--- src/rtl/core/dq_pkg.sv ---
// Shared types and codes for the double-ended queue.
// Request codes, internal operation codes, status codes and the command word.
// No dependencies.
`default_nettype none

package dq_pkg;

	// Request codes as they arrive on req_type.
	localparam logic [2:0] REQ_PUSH_BACK  = 3'd0;
	localparam logic [2:0] REQ_PUSH_FRONT = 3'd1;
	localparam logic [2:0] REQ_POP_BACK   = 3'd2;
	localparam logic [2:0] REQ_POP_FRONT  = 3'd3;
	localparam logic [2:0] REQ_REMOVE     = 3'd4;
	localparam logic [2:0] REQ_COUNT      = 3'd5;

	// Internal operation codes after classification.
	typedef logic [2:0] op_t;
	localparam op_t OP_PUSH_BACK  = 3'd0;
	localparam op_t OP_PUSH_FRONT = 3'd1;
	localparam op_t OP_POP_BACK   = 3'd2;
	localparam op_t OP_POP_FRONT  = 3'd3;
	localparam op_t OP_REMOVE     = 3'd4;
	localparam op_t OP_COUNT      = 3'd5;
	localparam op_t OP_NOP        = 3'd6;

	// Status codes returned with every result.
	localparam logic [1:0] ST_OK        = 2'd0;
	localparam logic [1:0] ST_EMPTY     = 2'd1;
	localparam logic [1:0] ST_FULL      = 2'd2;
	localparam logic [1:0] ST_NOT_FOUND = 2'd3;

	// Depth of the command queue between front and back.
	localparam int CQ_DEPTH = 2;

	typedef struct packed {
		op_t         op;
		logic [31:0] value;
	} cmd_t;

endpackage

`default_nettype wire

--- src/rtl/core/double_ended_queue_top.sv ---
// Top level of the double-ended queue. Instantiates dq_front, dq_cmd_fifo and dq_back;
// depends on dq_pkg.
`default_nettype none

// A bounded double-ended queue of up to DEPTH 32-bit entries held in a ring memory.
// Each request pushes at the back or front, pops from the back or front, removes the
// first entry (counted from the front) equal to item_value, or counts the entries equal
// to item_value, and every request returns exactly one result in request order. The
// result carries the popped value (zero unless a pop succeeded), the match count (zero
// unless a count request), the queue length after the request, and a status: ok, empty
// on pop, full on push, or value not found on remove. Requests that fail change
// nothing, and codes six and seven return ok without effect. A two-entry command queue
// sits between the request decoder and the execution engine, so new requests are taken
// while the engine works and while a result waits on out_stall. In the engine, which
// owns the single-write, single-read memory port, pushes and unused codes need no memory
// read, pops make a registered memory read, a count reads every entry, a remove that
// misses does the same, and a remove that hits scans up to the hit and then closes the
// gap behind it, moving one entry per cycle.
module double_ended_queue_top #(
	parameter int DEPTH = 16
) (
	input  wire logic        clk,
	input  wire logic        arst_n,
	input  wire logic        in_valid,
	output logic             in_stall,
	input  wire logic [2:0]  req_type,
	input  wire logic [31:0] item_value,
	output logic             out_valid,
	input  wire logic        out_stall,
	output logic [31:0]      out_value,
	output logic [4:0]       match_count,
	output logic [4:0]       queue_length,
	output logic [1:0]       status
);
	import dq_pkg::*;

	// Length reported on a full push, taken modulo 32 like every count.
	localparam logic [4:0] FULL_LEN = 5'(DEPTH);

	logic cmd_full;
	logic cmd_push;
	logic cmd_pop;
	logic cmd_valid;
	cmd_t front_cmd;
	cmd_t back_cmd;

	// Request decoder: classifies each request and hands it to the command queue.
	dq_front u_front (
		.in_valid   (in_valid),
		.in_stall   (in_stall),
		.req_type   (req_type),
		.item_value (item_value),
		.cmd_full   (cmd_full),
		.cmd_push   (cmd_push),
		.cmd_out    (front_cmd)
	);

	// Command queue: lets the decoder keep taking requests during long scans.
	dq_cmd_fifo u_cmd_fifo (
		.clk      (clk),
		.arst_n   (arst_n),
		.push     (cmd_push),
		.push_cmd (front_cmd),
		.full     (cmd_full),
		.pop      (cmd_pop),
		.pop_cmd  (back_cmd),
		.valid    (cmd_valid)
	);

	// Execution engine: ring memory, pointers, scans, shifts and the result register.
	dq_back #(
		.DEPTH (DEPTH)
	) u_back (
		.clk          (clk),
		.arst_n       (arst_n),
		.cmd_valid    (cmd_valid),
		.cmd          (back_cmd),
		.cmd_pop      (cmd_pop),
		.out_valid    (out_valid),
		.out_stall    (out_stall),
		.out_value    (out_value),
		.match_count  (match_count),
		.queue_length (queue_length),
		.status       (status)
	);

	// An accepted request is waiting for the engine on the next cycle at the latest.
	a_accept_queued: assert property (@(posedge clk) disable iff (!arst_n)
		in_valid && !in_stall |=> cmd_valid)
		else $error("accepted request did not reach the command queue");

	// A push refused for lack of room reports a full queue.
	a_full_len: assert property (@(posedge clk) disable iff (!arst_n)
		out_valid && status == ST_FULL |-> queue_length == FULL_LEN)
		else $error("full status with a queue that is not full");

	// A pop refused on an empty queue reports length zero and no value.
	a_empty_pop: assert property (@(posedge clk) disable iff (!arst_n)
		out_valid && status == ST_EMPTY |-> queue_length == 5'd0 && out_value == 32'd0)
		else $error("empty status with a queue that is not empty");

	// A failed remove carries neither a value nor a count.
	a_not_found: assert property (@(posedge clk) disable iff (!arst_n)
		out_valid && status == ST_NOT_FOUND |-> match_count == 5'd0 && out_value == 32'd0)
		else $error("not-found result carries a value or a count");

endmodule

`default_nettype wire

--- src/rtl/core/dq_front.sv ---
// Front end of the double-ended queue: accepts requests and classifies them.
// Depends on dq_pkg; feeds dq_cmd_fifo.
`default_nettype none

module dq_front (
	input  wire logic        in_valid,
	output logic             in_stall,
	input  wire logic [2:0]  req_type,
	input  wire logic [31:0] item_value,
	input  wire logic        cmd_full,
	output logic             cmd_push,
	output dq_pkg::cmd_t     cmd_out
);
	import dq_pkg::*;

	op_t op;

	always_comb begin
		unique case (req_type)
			REQ_PUSH_BACK:  op = OP_PUSH_BACK;
			REQ_PUSH_FRONT: op = OP_PUSH_FRONT;
			REQ_POP_BACK:   op = OP_POP_BACK;
			REQ_POP_FRONT:  op = OP_POP_FRONT;
			REQ_REMOVE:     op = OP_REMOVE;
			REQ_COUNT:      op = OP_COUNT;
			default:        op = OP_NOP;
		endcase
	end

	assign in_stall      = cmd_full;
	assign cmd_push      = in_valid && !cmd_full;
	assign cmd_out.op    = op;
	assign cmd_out.value = item_value;

endmodule

`default_nettype wire

--- src/rtl/core/dq_cmd_fifo.sv ---
// Short command queue that decouples the front end from the back end.
// Depends on dq_pkg for the command word and the queue depth.
`default_nettype none

module dq_cmd_fifo (
	input  wire logic         clk,
	input  wire logic         arst_n,
	input  wire logic         push,
	input  wire dq_pkg::cmd_t push_cmd,
	output logic              full,
	input  wire logic         pop,
	output dq_pkg::cmd_t      pop_cmd,
	output logic              valid
);
	import dq_pkg::*;

	localparam int PTR_W = (CQ_DEPTH > 1) ? $clog2(CQ_DEPTH) : 1;
	localparam int CNT_W = $clog2(CQ_DEPTH + 1);

	cmd_t             slot_q [CQ_DEPTH];
	logic [PTR_W-1:0] wr_ptr_q;
	logic [PTR_W-1:0] rd_ptr_q;
	logic [CNT_W-1:0] fill_q;

	function automatic logic [PTR_W-1:0] ptr_inc(input logic [PTR_W-1:0] p);
		return (p == PTR_W'(CQ_DEPTH - 1)) ? '0 : p + PTR_W'(1);
	endfunction

	assign full    = (fill_q == CNT_W'(CQ_DEPTH));
	assign valid   = (fill_q != '0);
	assign pop_cmd = slot_q[rd_ptr_q];

	always_ff @(posedge clk or negedge arst_n) begin
		if (!arst_n) begin
			wr_ptr_q <= '0;
			rd_ptr_q <= '0;
			fill_q   <= '0;
		end else begin
			if (push)
				wr_ptr_q <= ptr_inc(wr_ptr_q);
			if (pop)
				rd_ptr_q <= ptr_inc(rd_ptr_q);
			if (push && !pop)
				fill_q <= fill_q + CNT_W'(1);
			else if (pop && !push)
				fill_q <= fill_q - CNT_W'(1);
		end
	end

	always_ff @(posedge clk) begin
		if (push)
			slot_q[wr_ptr_q] <= push_cmd;
	end

endmodule

`default_nettype wire

--- src/rtl/core/dq_back.sv ---
// Back end of the double-ended queue: ring store, pointers, scan and shift engine,
// and the result register. Depends on dq_pkg; fed by dq_cmd_fifo.
`default_nettype none

module dq_back #(
	parameter int DEPTH = 16
) (
	input  wire logic         clk,
	input  wire logic         arst_n,
	input  wire logic         cmd_valid,
	input  wire dq_pkg::cmd_t cmd,
	output logic              cmd_pop,
	output logic              out_valid,
	input  wire logic         out_stall,
	output logic [31:0]       out_value,
	output logic [4:0]        match_count,
	output logic [4:0]        queue_length,
	output logic [1:0]        status
);
	import dq_pkg::*;

	localparam int IDX_W = $clog2(DEPTH);
	localparam int CNT_W = $clog2(DEPTH + 1);

	localparam logic [1:0] S_IDLE  = 2'd0;
	localparam logic [1:0] S_POP   = 2'd1;
	localparam logic [1:0] S_SCAN  = 2'd2;
	localparam logic [1:0] S_SHIFT = 2'd3;

	logic [31:0]      entry_mem_q [DEPTH];
	logic [31:0]      rd_data_s1;

	logic [1:0]       state_q, state_d;
	logic [IDX_W-1:0] front_q, front_d;
	logic [CNT_W-1:0] count_q, count_d;
	logic [CNT_W-1:0] pos_q, pos_d;
	logic [CNT_W-1:0] match_q, match_d;
	logic             pend_s1, pend_d;
	logic [CNT_W-1:0] pend_pos_s1, pend_pos_d;
	op_t              op_q, op_d;
	logic [31:0]      val_q, val_d;

	logic             mem_we, mem_re;
	logic [IDX_W-1:0] mem_waddr, mem_raddr;
	logic [31:0]      mem_wdata;

	logic             fin;
	logic [31:0]      res_value;
	logic [CNT_W-1:0] res_match;
	logic [1:0]       res_status;
	logic             out_free, hit, is_full, is_empty;
	logic [IDX_W-1:0] front_m1, front_p1;

	logic             out_valid_q;
	logic [31:0]      out_value_q;
	logic [4:0]       match_count_q, queue_length_q;
	logic [1:0]       status_q;

	// Ring slot of the entry at a given position counted from the front.
	function automatic logic [IDX_W-1:0] slot_of(input logic [IDX_W-1:0] f,
			input logic [CNT_W-1:0] p);
		logic [CNT_W:0] s;
		s = (CNT_W+1)'(f) + (CNT_W+1)'(p);
		if (s >= (CNT_W+1)'(DEPTH))
			s = s - (CNT_W+1)'(DEPTH);
		return s[IDX_W-1:0];
	endfunction

	// Counts are reported modulo 32.
	function automatic logic [4:0] low5(input logic [CNT_W-1:0] x);
		logic [31:0] e;
		e = 32'(x);
		return e[4:0];
	endfunction

	assign out_free = !out_valid_q || !out_stall;
	assign is_full  = (count_q == CNT_W'(DEPTH));
	assign is_empty = (count_q == '0);
	assign hit      = pend_s1 && (rd_data_s1 == val_q);
	assign front_m1 = (front_q == '0) ? IDX_W'(DEPTH - 1) : front_q - IDX_W'(1);
	assign front_p1 = (front_q == IDX_W'(DEPTH - 1)) ? '0 : front_q + IDX_W'(1);

	always_comb begin
		state_d    = state_q;
		front_d    = front_q;
		count_d    = count_q;
		pos_d      = pos_q;
		match_d    = match_q;
		pend_d     = pend_s1;
		pend_pos_d = pend_pos_s1;
		op_d       = op_q;
		val_d      = val_q;
		cmd_pop    = 1'b0;
		mem_we     = 1'b0;
		mem_waddr  = '0;
		mem_wdata  = cmd.value;
		mem_re     = 1'b0;
		mem_raddr  = '0;
		fin        = 1'b0;
		res_value  = '0;
		res_match  = '0;
		res_status = ST_OK;
		unique case (state_q)
			S_IDLE: begin
				if (cmd_valid && out_free) begin
					cmd_pop = 1'b1;
					op_d    = cmd.op;
					val_d   = cmd.value;
					pos_d   = '0;
					match_d = '0;
					pend_d  = 1'b0;
					case (cmd.op) inside
						OP_PUSH_BACK: begin
							fin = 1'b1;
							if (is_full) begin
								res_status = ST_FULL;
							end else begin
								mem_we    = 1'b1;
								mem_waddr = slot_of(front_q, count_q);
								count_d   = count_q + CNT_W'(1);
							end
						end
						OP_PUSH_FRONT: begin
							fin = 1'b1;
							if (is_full) begin
								res_status = ST_FULL;
							end else begin
								mem_we    = 1'b1;
								mem_waddr = front_m1;
								front_d   = front_m1;
								count_d   = count_q + CNT_W'(1);
							end
						end
						OP_POP_BACK, OP_POP_FRONT: begin
							if (is_empty) begin
								fin        = 1'b1;
								res_status = ST_EMPTY;
							end else begin
								mem_re    = 1'b1;
								mem_raddr = (cmd.op == OP_POP_BACK) ?
									slot_of(front_q, count_q - CNT_W'(1)) : front_q;
								state_d   = S_POP;
							end
						end
						OP_REMOVE, OP_COUNT: begin
							state_d = S_SCAN;
						end
						default: begin
							fin = 1'b1;
						end
					endcase
				end
			end
			S_POP: begin
				fin       = 1'b1;
				res_value = rd_data_s1;
				count_d   = count_q - CNT_W'(1);
				if (op_q == OP_POP_FRONT)
					front_d = front_p1;
				state_d   = S_IDLE;
			end
			S_SCAN: begin
				if (pos_q < count_q) begin
					mem_re     = 1'b1;
					mem_raddr  = slot_of(front_q, pos_q);
					pos_d      = pos_q + CNT_W'(1);
					pend_d     = 1'b1;
					pend_pos_d = pos_q;
				end else begin
					pend_d = 1'b0;
				end
				if (hit && op_q == OP_COUNT)
					match_d = match_q + CNT_W'(1);
				if (hit && op_q == OP_REMOVE) begin
					// First match found: close the gap from the next entry on.
					state_d = S_SHIFT;
					pos_d   = pend_pos_s1 + CNT_W'(1);
					pend_d  = 1'b0;
				end else if (!pend_s1 && pos_q >= count_q) begin
					fin     = 1'b1;
					state_d = S_IDLE;
					if (op_q == OP_REMOVE)
						res_status = ST_NOT_FOUND;
					else
						res_match = match_q;
				end
			end
			S_SHIFT: begin
				if (pend_s1) begin
					mem_we    = 1'b1;
					mem_waddr = slot_of(front_q, pend_pos_s1);
					mem_wdata = rd_data_s1;
				end
				if (pos_q < count_q) begin
					mem_re     = 1'b1;
					mem_raddr  = slot_of(front_q, pos_q);
					pos_d      = pos_q + CNT_W'(1);
					pend_d     = 1'b1;
					pend_pos_d = pos_q - CNT_W'(1);
				end else begin
					pend_d = 1'b0;
				end
				if (!pend_s1 && pos_q >= count_q) begin
					fin     = 1'b1;
					count_d = count_q - CNT_W'(1);
					state_d = S_IDLE;
				end
			end
			default: begin
				state_d = S_IDLE;
			end
		endcase
	end

	always_ff @(posedge clk or negedge arst_n) begin
		if (!arst_n) begin
			state_q     <= S_IDLE;
			front_q     <= '0;
			count_q     <= '0;
			pos_q       <= '0;
			match_q     <= '0;
			pend_s1     <= 1'b0;
			pend_pos_s1 <= '0;
			op_q        <= OP_NOP;
			val_q       <= '0;
			out_valid_q <= 1'b0;
		end else begin
			state_q     <= state_d;
			front_q     <= front_d;
			count_q     <= count_d;
			pos_q       <= pos_d;
			match_q     <= match_d;
			pend_s1     <= pend_d;
			pend_pos_s1 <= pend_pos_d;
			op_q        <= op_d;
			val_q       <= val_d;
			if (fin)
				out_valid_q <= 1'b1;
			else if (!out_stall)
				out_valid_q <= 1'b0;
		end
	end

	always_ff @(posedge clk) begin
		if (fin) begin
			out_value_q    <= res_value;
			match_count_q  <= low5(res_match);
			queue_length_q <= low5(count_d);
			status_q       <= res_status;
		end
	end

	always_ff @(posedge clk) begin
		if (mem_we)
			entry_mem_q[mem_waddr] <= mem_wdata;
		if (mem_re)
			rd_data_s1 <= entry_mem_q[mem_raddr];
	end

	assign out_valid    = out_valid_q;
	assign out_value    = out_value_q;
	assign match_count  = match_count_q;
	assign queue_length = queue_length_q;
	assign status       = status_q;

endmodule

`default_nettype wire
--- config.mk ---
export PLATFORM = sky130hd
export DESIGN_NAME = double_ended_queue_top
export DESIGN_NICKNAME = d
export VERILOG_FILES = /design/src/rtl/core/dq_pkg.sv /design/src/rtl/core/double_ended_queue_top.sv /design/src/rtl/core/dq_front.sv /design/src/rtl/core/dq_cmd_fifo.sv /design/src/rtl/core/dq_back.sv
export SDC_FILE = /design/constraint.sdc
export NUM_CORES = 1
export LEC_CHECK = 0
export BUFFER_PORTS_ARGS = -buffer_cell sky130_fd_sc_hd__buf_2
export CAP_MARGIN = 20
export CORE_MARGIN = 1
export CORE_UTILIZATION = 61
export CTS_BUF_LIST = sky130_fd_sc_hd__clkbuf_16
export CTS_CLUSTER_SIZE = 25
export DETAILED_ROUTE_END_ITERATION = 16
export GPL_TIMING_DRIVEN = 0
export PLACE_DENSITY = 0.78
export SLEW_MARGIN = 25
export SYNTH_ARGS = -nofsm -noshare
export SYNTH_HDL_FRONTEND = slang
export SYNTH_SLANG_ARGS = --single-unit
--- constraint.sdc ---
create_clock -name clk -period 10.2 [get_ports clk]
set_input_delay 1.02 -clock clk [delete_from_list [all_inputs] [get_ports clk]]
set_output_delay 1.02 -clock clk [all_outputs]
set_load 0.05 [all_outputs]
==> qor_table.md <==
| Quantity | Value | Unit |
|:---|:---|:---|
| Outcome | finished clean | - |
| Power Internal | 6.80 | mW |
| Proportion of layout cells with a drive suffix above 1 | 13.4 | % |
| Fraction of synthesized cell area taken by the top area cell type | 65.0 | % |
| Non-Filler Cell Area, Final | 34900 | um2 |
| Die Ht | 225 | um |
| Global router's overall resource usage | 33.0 | % |
| Dominant cells by area after synthesis | sky130_fd_sc_hd__edfxtp_1, sky130_fd_sc_hd__dfrtp_1, sky130_fd_sc_hd__nand2_1 | - |
| Post-Route Skew | 0.0224 | ns |
| Std-Cell Core Area | 49100 | um2 |
| Final core utilization | 71.2 | % |
| Total clock sinks | 725 | - |
| Total die area | 50700 | um2 |
| Yosys synthesis warning count | 0 | - |
| Max-cap violations | 0 | - |
| DRC viols | 0 | - |
| TritonCTS clock tree | built | - |
| Post-synthesis cell area | 30400 | um2 |
| Worst Hold Class | input port to asynchronous set/reset pin | - |
| Area after DPL | 32700 | um2 |
| Post-synth top flop | sky130_fd_sc_hd__edfxtp_1 | - |
| Diodes inserted | 0 | - |
| Worst Setup End Kind | flip-flop | - |
| Cell leakage power | 12.1 | nW |
| Number of hold violations in the final report | 0 | - |
| Arrival time of data at the critical path endpoint | 5.09 | ns |
| Antenna violations before repair | 1 | - |
| Worst skew pair latency | 0.61 | ns |
| # IOs | 85 | - |
| Maximum buffer depth of the clock tree | 3 | - |
| Combinational share of power | 38.8 | % |
| Fraction of registers with async set/reset | 9.24 | % |
| Number of distinct standard cells referenced by the synthesized netlist | 78 | - |
| Sequential element share of the synthesized area | 70.5 | % |
| Part of the total power dissipated in sequential elements | 38.6 | % |
| Pin count of the biggest net entering global routing | 47 | - |
| CP Max Fanout | 24 | - |
| Num rows | 81 | - |
| DR WL/cell | 26.2 | um |
| Detail Placement HPWL | 56900 | um |
| RSZ-0062 raised after global routing | no | - |
| Vias per cell | 6.55 | - |
| Type of the setup path with the least slack | flip-flop to flip-flop | - |
| Slew @ Worst Pin | 1.08 | ns |
| Most frequent cell after synthesis | sky130_fd_sc_hd__edfxtp_1 | - |
| Average instance area after synthesis | 13.4 | um2 |
| Initial Utilization | 62.0 | % |
| IO buf count | 84 | - |
| Post-Route WL | 83200 | um |
| Register-to-Register Path Depth | 9 | - |
| VDD IR max | 161 | uV |
| Cells resized by post-CTS repair | 0 | - |
| CP Launch Type | flip-flop | - |
| Part of the power in the clock network | 22.6 | % |
| Via Count | 20800 | - |
| Multi-input logic area | 8460 | um2 |
| Register bit count reported by yosys | 725 | - |
| Number of buffers added to fix hold violations after cts | 0 | - |
| Final RePlAce weighted congestion | 0.896 | - |
| Cell chosen for the clock root | sky130_fd_sc_hd__clkbuf_16 | - |
| Headroom to the max-slew limit | 27.2 | % |
| Sequential cell area | 21400 | um2 |
| ANT nets after route | 0 | - |
| WP data required | 10.55 | ns |
| Power Dens Cells | 324 | nW/um2 |
| Cells after synthesis | 2271 | - |
| Accumulated negative setup slack | 0 | ns |
| NetSw | 4.50 | mW |
| Final critical-path required period | 4.74 | ns |
| Overall overflow remaining after global route | 0 | - |
| Number of flops mapped to enable cells by yosys | 658 | - |
| CTS HTree Levels | 3 | - |
| First-pass GRT wire length | 123000 | um |
| Switching share of total power | 39.8 | % |
| Net count after synthesis | 2345 | - |
| Post-CTS Setup Inserts | 0 | - |
| Top post-synthesis cells by count | sky130_fd_sc_hd__edfxtp_1, sky130_fd_sc_hd__nand2_1, sky130_fd_sc_hd__o21ai_0 | - |
| Final Setup Violations | 0 | - |
| Clock buffer count from CTS | 72 | - |
| Ratio of final minimum period to clock period | 46.5 | % |
| Max Fclk | 211 | MHz |
| Max-slew violation count | 0 | - |
| Number of nets in the layout | 2534 | - |
| Fill cell total of the finished layout | 3118 | - |
| Drt first-iter violations | 2976 | - |
| Clock input transition at the sequential cells of the worst setup and hold paths | 0.06 | ns |
| Die width | 225 | um |
| Area overhead of the layout relative to synthesis | 14.9 | % |
| Cell type with the highest aggregate area in the netlist | sky130_fd_sc_hd__edfxtp_1 | - |
| Number of search-and-repair iterations in the first detailed-routing pass | 6 | - |
| Via count of the first global-routing pass | 20300 | - |
[layer usage]
layer	up-vias	routed length [um]	GRT usage [%]
li1	8927	-	-
met1	10300	31500	45.1
met2	1418	39000	52.3
met3	235	9710	7.16
met4	0	2910	12.5
met5	-	0	0
[cells in the final DEF, fill, tap and decap left out, types with 33 or more instances in the layout]
master,synthesis,layout
sky130_fd_sc_hd__nor3_1,40,40
sky130_fd_sc_hd__nor2_1,139,122
sky130_fd_sc_hd__clkbuf_1,78,78
sky130_fd_sc_hd__edfxtp_1,658,658
sky130_fd_sc_hd__or3_1,67,67
sky130_fd_sc_hd__inv_1,27,48
sky130_fd_sc_hd__dfrtp_1,65,65
sky130_fd_sc_hd__clkbuf_16,0,76
sky130_fd_sc_hd__nand2_1,328,328
sky130_fd_sc_hd__a32oi_1,97,97
sky130_fd_sc_hd__nand3_1,48,48
sky130_fd_sc_hd__and4b_1,33,33
sky130_fd_sc_hd__o21ai_0,205,204
sky130_fd_sc_hd__a21oi_2,1,33
sky130_fd_sc_hd__and2_1,39,39
sky130_fd_sc_hd__buf_2,41,124
sky130_fd_sc_hd__mux2i_1,40,40
[critical path, cell delays in order, from the launching register on]
cell and delay (ns):
sky130_fd_sc_hd__dfrtp_1 0.43, sky130_fd_sc_hd__inv_1 0.10, sky130_fd_sc_hd__ha_1 0.37, sky130_fd_sc_hd__clkbuf_1 0.69, sky130_fd_sc_hd__clkbuf_1 0.78, sky130_fd_sc_hd__clkbuf_1 0.69
sky130_fd_sc_hd__buf_1 0.63, sky130_fd_sc_hd__clkbuf_1 0.41, sky130_fd_sc_hd__a21oi_4 0.14, sky130_fd_sc_hd__buf_16 0.22
[cells by family after synthesis]
kind of cell,synth area share [%]
compound gates,10.3
xor+xnor,1.73
fa+ha+maj,1.54
buf+inv,2.57
flops,70.5
mux,1.39
simple gates,12.0
[power groups by stage]
| stage | Sequential, mW | Combinational (mW) | Clock [mW] |
|---|---|---|---|
| 2_1_floorplan | 4.69 | 2.33 | 0 |
| 3_3_place_gp | 4.44 | 3.96 | 0 |
| 3_5_place_dp | 4.41 | 4.22 | 0 |
| 4_1_cts | 4.36 | 4.26 | 2.55 |
| 5_1_grt | 4.40 | 4.62 | 2.66 |
| 6_report | 4.36 | 4.39 | 2.55 |
[state kept, by name, summed over array words and instances (netlist names)]
| signal | count |
|---|---|
| u_back.entry_mem_q | 512 |
| u_cmd_fifo.slot_q | 70 |
| u_back.out_value | 32 |
| u_back.rd_data_s1 | 32 |
| u_back.val_q | 32 |
| u_back.count_q | 5 |
| u_back.match_count | 5 |
| u_back.match_q | 5 |
| u_back.pend_pos_s1 | 5 |
| u_back.pos_q | 5 |
| u_back.queue_length | 5 |
| u_back.front_q | 4 |
| u_back.op_q | 3 |
| u_back.state_q | 2 |
| u_back.status | 2 |
| u_cmd_fifo.fill_q | 2 |
| u_back.out_valid | 1 |
| u_back.pend_s1 | 1 |
| u_cmd_fifo.rd_ptr_q | 1 |
| u_cmd_fifo.wr_ptr_q | 1 |
[path summary, 6_finish.rpt]
path	from	endpoint	slack [ns]
worst max-delay path	u_back.state_q[1]	u_back.rd_data_s1[22]	5.46
worst min-delay path	arst_n	u_back.match_q[2]	0.32
worst min register to register	u_back.val_q[3]	u_back.val_q[3]	0.50
min in group clk	u_back.val_q[3]	u_back.val_q[3]	0.50
worst max register to register	u_back.state_q[1]	u_back.rd_data_s1[22]	5.46
max in group asynchronous	arst_n	u_back.op_q[1]	9.28
[through the flow]
stage	std cells	total power, mW	hold slack [ns]	setup slack [ns]
finish	3181	11.3	0.320	5.46
global route	3181	11.7	0.325	5.43
CTS	3181	11.2	0.307	5.67
detailed placement	3050	8.63	0.492	5.71
global placement	3019	8.40	0.476	3.05
floorplan	2271	7.03	0.461	4.87
[layout make-up]
cell class	count	share of cell area, %
Inverter	28	0.301
Tap cell	664	2.38
Timing Repair Buffer	115	3.35
Buffer	144	1.93
Sequential cell	725	61.4
Clock inverter	55	1.01
Multi-Input combinational cell	1374	24.2
Clock buffer	76	5.44
(Power assumes the default switching activity.)
